**src/sv/psev_pkg.sv**
```systemverilog
`timescale 1ns / 1ps
package psev_pkg;

  localparam int unsigned IN_W   = 16;
  localparam int unsigned CFG_W  = 16;
  localparam int unsigned IDX_W  = 3;
  localparam int unsigned PROD_W = 32;
  localparam int unsigned DOT_W  = 33;
  localparam int unsigned FRAC_IN = 14;
  localparam int unsigned A_W    = DOT_W - FRAC_IN;
  localparam int unsigned AB_W   = A_W + DOT_W;
  localparam int unsigned D_W    = AB_W + 1;
  localparam int unsigned DM_W   = D_W - 1;
  localparam int unsigned P_W    = 6;
  localparam int unsigned D_FRAC = 42;
  localparam int unsigned L_W    = 23;
  localparam int unsigned Y_W    = L_W + CFG_W + 1;
  localparam int unsigned K_W    = Y_W - 24;
  localparam int unsigned E_W    = 31;
  localparam int unsigned CK_W   = 2 * CFG_W;
  localparam int unsigned VAL_W  = CK_W + E_W;
  localparam int unsigned OUT_SHIFT = 46;

  // register indexes
  localparam logic [IDX_W-1:0] REG_COLOR_RED   = 3'd0;
  localparam logic [IDX_W-1:0] REG_COLOR_GREEN = 3'd1;
  localparam logic [IDX_W-1:0] REG_COLOR_BLUE  = 3'd2;
  localparam logic [IDX_W-1:0] REG_SPEC_GAIN   = 3'd3;
  localparam logic [IDX_W-1:0] REG_SHININESS   = 3'd4;

  localparam logic [CFG_W-1:0] COLOR_RST     = 16'd16384;
  localparam logic [CFG_W-1:0] SHININESS_RST = 16'd2560;

  function automatic logic [63:0] isqrt_f(input logic [63:0] v);
    logic [63:0] res;
    logic [63:0] bitv;
    logic [63:0] rem;
    res = '0;
    bitv = 64'd1 << 62;
    rem = v;
    for (int i = 0; i < 32; i++) begin
      if (bitv > rem) bitv = bitv >> 2;
    end
    for (int i = 0; i < 32; i++) begin
      if (bitv != 64'd0) begin
        if (rem >= res + bitv) begin
          rem = rem - (res + bitv);
          res = (res >> 1) + bitv;
        end else begin
          res = res >> 1;
        end
        bitv = bitv >> 2;
      end
    end
    return res;
  endfunction

  // log2(1.f) in Q16 by repeated squaring
  function automatic logic [15:0] log_frac_f(input int unsigned frac, input int unsigned tb);
    logic [63:0] x;
    logic [15:0] res;
    x = (64'(frac) + (64'd1 << tb)) << (30 - tb);
    res = '0;
    for (int k = 1; k <= 16; k++) begin
      x = (x * x) >> 30;
      if (x >= (64'd2 << 30)) begin
        x = x >> 1;
        res[16-k] = 1'b1;
      end
    end
    return res;
  endfunction

  // 2^(g / 2^tb) in Q30
  function automatic logic [E_W-1:0] exp_frac_f(input int unsigned g, input int unsigned tb);
    logic [63:0] e;
    logic [63:0] c;
    e = 64'd1 << 30;
    c = isqrt_f(64'd1 << 61);
    for (int k = 1; k <= tb; k++) begin
      if (((g >> (tb - k)) & 1) != 0) e = (e * c) >> 30;
      c = isqrt_f(c << 30);
    end
    return E_W'(e);
  endfunction

endpackage

```
**src/sv/psev_log.sv**
```systemverilog
`timescale 1ns / 1ps
module psev_log #(
  parameter int unsigned LOG_TABLE_BITS = 8
) (
  input  logic clk,
  input  logic rst,
  input  logic en,
  input  logic d_valid,
  input  logic signed [psev_pkg::D_W-1:0] d,
  input  logic [psev_pkg::CFG_W-1:0] shininess,
  output logic y_valid,
  output logic y_pos,
  output logic signed [psev_pkg::Y_W-1:0] y
);
  import psev_pkg::*;

  localparam int unsigned TabN = 2 ** LOG_TABLE_BITS;

  logic [15:0] log_tab [TabN];
  logic v1, v2, v3;
  logic pos1, pos2, pos3;
  logic [DM_W-1:0] dm1;
  logic [P_W-1:0] lead, p1, p2;
  logic [DM_W-1:0] norm;
  logic [LOG_TABLE_BITS-1:0] f2;
  logic signed [P_W:0] pe;
  logic signed [L_W-1:0] l3;

  for (genvar gi = 0; gi < TabN; gi++) begin : g_log_tab
    assign log_tab[gi] = log_frac_f(gi, LOG_TABLE_BITS);
  end

  always_comb begin
    lead = '0;
    for (int i = 0; i < DM_W; i++) begin
      if (d[i]) lead = P_W'(i);
    end
    norm = dm1 << (P_W'(DM_W - 1) - p1);
    pe = signed'({1'b0, p2}) - (P_W+1)'(D_FRAC);
  end

  always_ff @(posedge clk) begin
    if (rst) begin
      v1 <= 1'b0;
      v2 <= 1'b0;
      v3 <= 1'b0;
      y_valid <= 1'b0;
    end else if (en) begin
      v1 <= d_valid;
      v2 <= v1;
      v3 <= v2;
      y_valid <= v3;
    end
  end

  always_ff @(posedge clk) begin
    if (en) begin
      pos1 <= (d > 0);
      dm1  <= d[DM_W-1:0];
      p1   <= lead;
      pos2 <= pos1;
      p2   <= p1;
      f2   <= norm[DM_W-2 -: LOG_TABLE_BITS];
      pos3 <= pos2;
      l3   <= {pe, log_tab[f2]};
      y_pos <= pos3;
      y    <= signed'({1'b0, shininess}) * l3;
    end
  end
endmodule

```
**config.mk**
```make
export PLATFORM = sky130hd
export DESIGN_NAME = psev_log
export DESIGN_NICKNAME = d
export VERILOG_FILES = /design/src/sv/psev_pkg.sv /design/src/sv/psev_log.sv
export SDC_FILE = /design/constraint.sdc
export NUM_CORES = 2
export LEC_CHECK = 0
export ABC_AREA = 1
export BUFFER_PORTS_ARGS = -buffer_cell sky130_fd_sc_hd__buf_2
export CORE_UTILIZATION = 45
export DETAILED_ROUTE_END_ITERATION = 7
export PLACE_DENSITY = 0.73
export SYNTH_ARGS = -nofsm -noshare
export SYNTH_HDL_FRONTEND = slang
export SYNTH_SLANG_ARGS = --single-unit
```
**constraint.sdc**
```tcl
create_clock -name clk -period 10.3 [get_ports clk]
set_input_delay 1.03 -clock clk [delete_from_list [all_inputs] [get_ports clk]]
set_output_delay 1.03 -clock clk [all_outputs]
set_load 0.05 [all_outputs]
```
==> metrics <==
Hold Crit Depth 0; initial detailed-routing violation count approximately 1900; worst hold margin 420 ps; worst skew pair latency around 480 ps; crit path max fanout 23; H-tree levels 4; slowest stage cell on the critical path fa_1; unrepaired setup endpoints after global routing false; Clock Root Buffer clkbuf_16; Max Buffers Root-to-Sink 2; post-synthesis sequential area ratio between 10% and 20%; Top Ports ~120; HPWL Detailed between 50 and 60 mm; R2R Path End y[39]$_DFFE_PP_; CTS tree done; vias per cell 5.45; Core Rows 84; Async SR Flop Fraction 0%; I/O Buffers between 100 and 150; top-count cell post-synth nand2_1; Post-CTS Hold Buffers 0; Post-Syn Area 23900 µm²; Avg Inst Size Synth a little under 8 µm²; DR vias 20700; slew margin rel. 35.1%; worst path bufs/invs 6; Fmax approximately 0.13 GHz; Top delay family on crit path adder cells; Yosys cell types 51; critical path launch point type input pin; Die Y around 230 µm; worst r2r path cells 31; placed cells about 3800; leading area contributor after synthesis fa_1; clk sinks around 140; r2r setup slk between 2000 and 3000 ps; crit path DAT ~8000 ps; setup TNS 0 ps; Slew Viols, Final 0; first-pass GRT wire length between 100 and 150 mm; Tcrit/Tclk final around three quarters; starting density of the core ~45%; Max Clock Skew 18.5 ps; synthesized net count approximately 3700; Area contributors post-synth fa_1 30%, edfxtp_1 17%, nand2_1 12%, inv_1 11%, ha_1 6.4%; TritonCTS Buffers 17; actual slew at the worst max-slew pin 973 ps; global-route usage over all layers 27.7%; drt wl/cell between 15 and 20 µm; first-pass iteration count of the detailed router 6; Routed WL between 70 and 80 mm; GR Overflow Total 0; Core ar. between 50000 and 60000 µm²; post-route ant nets 0; CP max stage delay 570 ps; die area 54000 µm²; status complete, no violations; CP dominant cell by count fa_1; reg-to-reg startpoint l3[12]$_DFFE_PP_; initial antenna violation count 1; final hold violation count 0; hold path endpoint y_pos$_DFFE_PP_; crit path kind in2reg; EDFF count, synth 138; worst hold path type reg2reg; Critical Path Source shininess[2]; largest net degree at the start of global routing 90; MaxCap Viol Count 0; final setup vio count 0; number of remaining DRC errors 0; top cells by count, synth 791 x nand2_1, 674 x inv_1, 363 x fa_1, 186 x nor2_1, 139 x clkbuf_1; fin crit period about 7700 ps; Setup crit end kind flip-flop; Yosys reg bits roughly 140; area delta synth->final 6.63%; Synth top area share 30.4%; post-CTS sizing 0; number of global-route vias before repair around 21000; Final GP Congestion 1.04; share of post-route cells with drive strength above 1 6.95%; HP Start pos3$_DFFE_PP_; postcts setup bufs 0; fin cells approximately 3800; Synth Warn # 0; Reg clk slew, reported paths 70 ps; Post-synth top flop edfxtp_1; Cells after Synth just over 3000; Worst EP required between 10000 and 15000 ps; Net count, final 3655; Die Wd around 230 µm
-- cell usage in the layout, fill, tap and decap left out, drive strengths merged, types with 3 or more instances in the layout --
cell type / synthesis / layout
o21ai: 190 / 190
inv: 700 / 709
dfxtp: 4 / 4
fa: 363 / 363
a311oi: 5 / 5
o31ai: 10 / 10
nand2: 799 / 799
a21oi: 112 / 112
mux2i: 3 / 3
a32o: 5 / 5
xor2: 26 / 26
a221o: 4 / 4
a31oi: 20 / 20
clkbuf: 139 / 17
a22oi: 5 / 5
clkinv: 3 / 5
a211oi: 7 / 7
nor3: 10 / 10
a221oi: 9 / 9
nand4: 7 / 7
o22ai: 11 / 11
nand3: 95 / 95
o2111ai: 19 / 19
buf: 21 / 133
a41oi: 4 / 4
xnor2: 22 / 22
ha: 123 / 123
o221ai: 17 / 17
o211ai: 22 / 22
edfxtp: 138 / 138
o311ai: 12 / 12
nor2: 186 / 186
nor4: 4 / 4
-- kinds of logic after synthesis --
group | after synthesis | share of synthesized area, %
AND/OR/NAND/NOR | 1103 | 18.3
AO/OA/AOI/OAI | 459 | 11.7
adder cells (fa/ha/maj) | 486 | 36.9
multiplexers | 3 | 0.126
XOR/XNOR | 48 | 1.79
flip-flops | 142 | 17.7
buffers and inverters | 863 | 13.6
-- layout make-up --
type                            instances  area [µm²]
Antenna cell                            1        2.50
Clock buffer                           17         425
Clock inverter                         15         174
Fill cell                            5112       27100
Inverter                              703        2640
Multi-Input combinational cell       2099       16400
Sequential cell                       142        4220
Tap cell                              688         861
Timing Repair Buffer                  133         719
-- stage by stage --
stage	instance area [µm²]	util, %	worst slack (ps)
after global routing	25500	48.5	2100
after detailed placement	24900	47.3	2140
after CTS	25500	48.5	2630
after global placement	24900	47.3	2220
after floorplan	23900	-	3150
final	25500	48.5	2550
-- flip-flops by register name, summed over array words and instances, names as in the netlist --
name / count
y_pos: 1
pos1: 1
p1: 6
pos3: 1
v3: 1
dm1: 51
f2: 8
y: 40
v1: 1
p2: 6
l3: 23
v2: 1
y_valid: 1
pos2: 1
-- routing by layer --
metal	wire length (µm)	vias to the layer above	GRT usage [%]
met5	0	-	0
met4	3010	0	12.3
met3	6250	201	5.63
met2	33300	1023	44.8
met1	29000	9909	35.6
li1	-	9567	-
-- worst max-delay path by stage --
| stage | cells after the start | endpoint | slack, ps |
|---|---|---|---|
| 2_1_floorplan | 32 | y[39]$_DFFE_PP_ | 3150 |
| 3_3_place_gp | 32 | y[39]$_DFFE_PP_ | 2220 |
| 3_5_place_dp | 30 | y[39]$_DFFE_PP_ | 2140 |
| 4_1_cts | 32 | y[39]$_DFFE_PP_ | 2630 |
| 5_1_grt | 32 | y[39]$_DFFE_PP_ | 2100 |
| 6_report | 32 | y[39]$_DFFE_PP_ | 2550 |
Power is not shown: default switching activity piles up to over one toggle a cycle in this logic, so the estimate is an artifact.
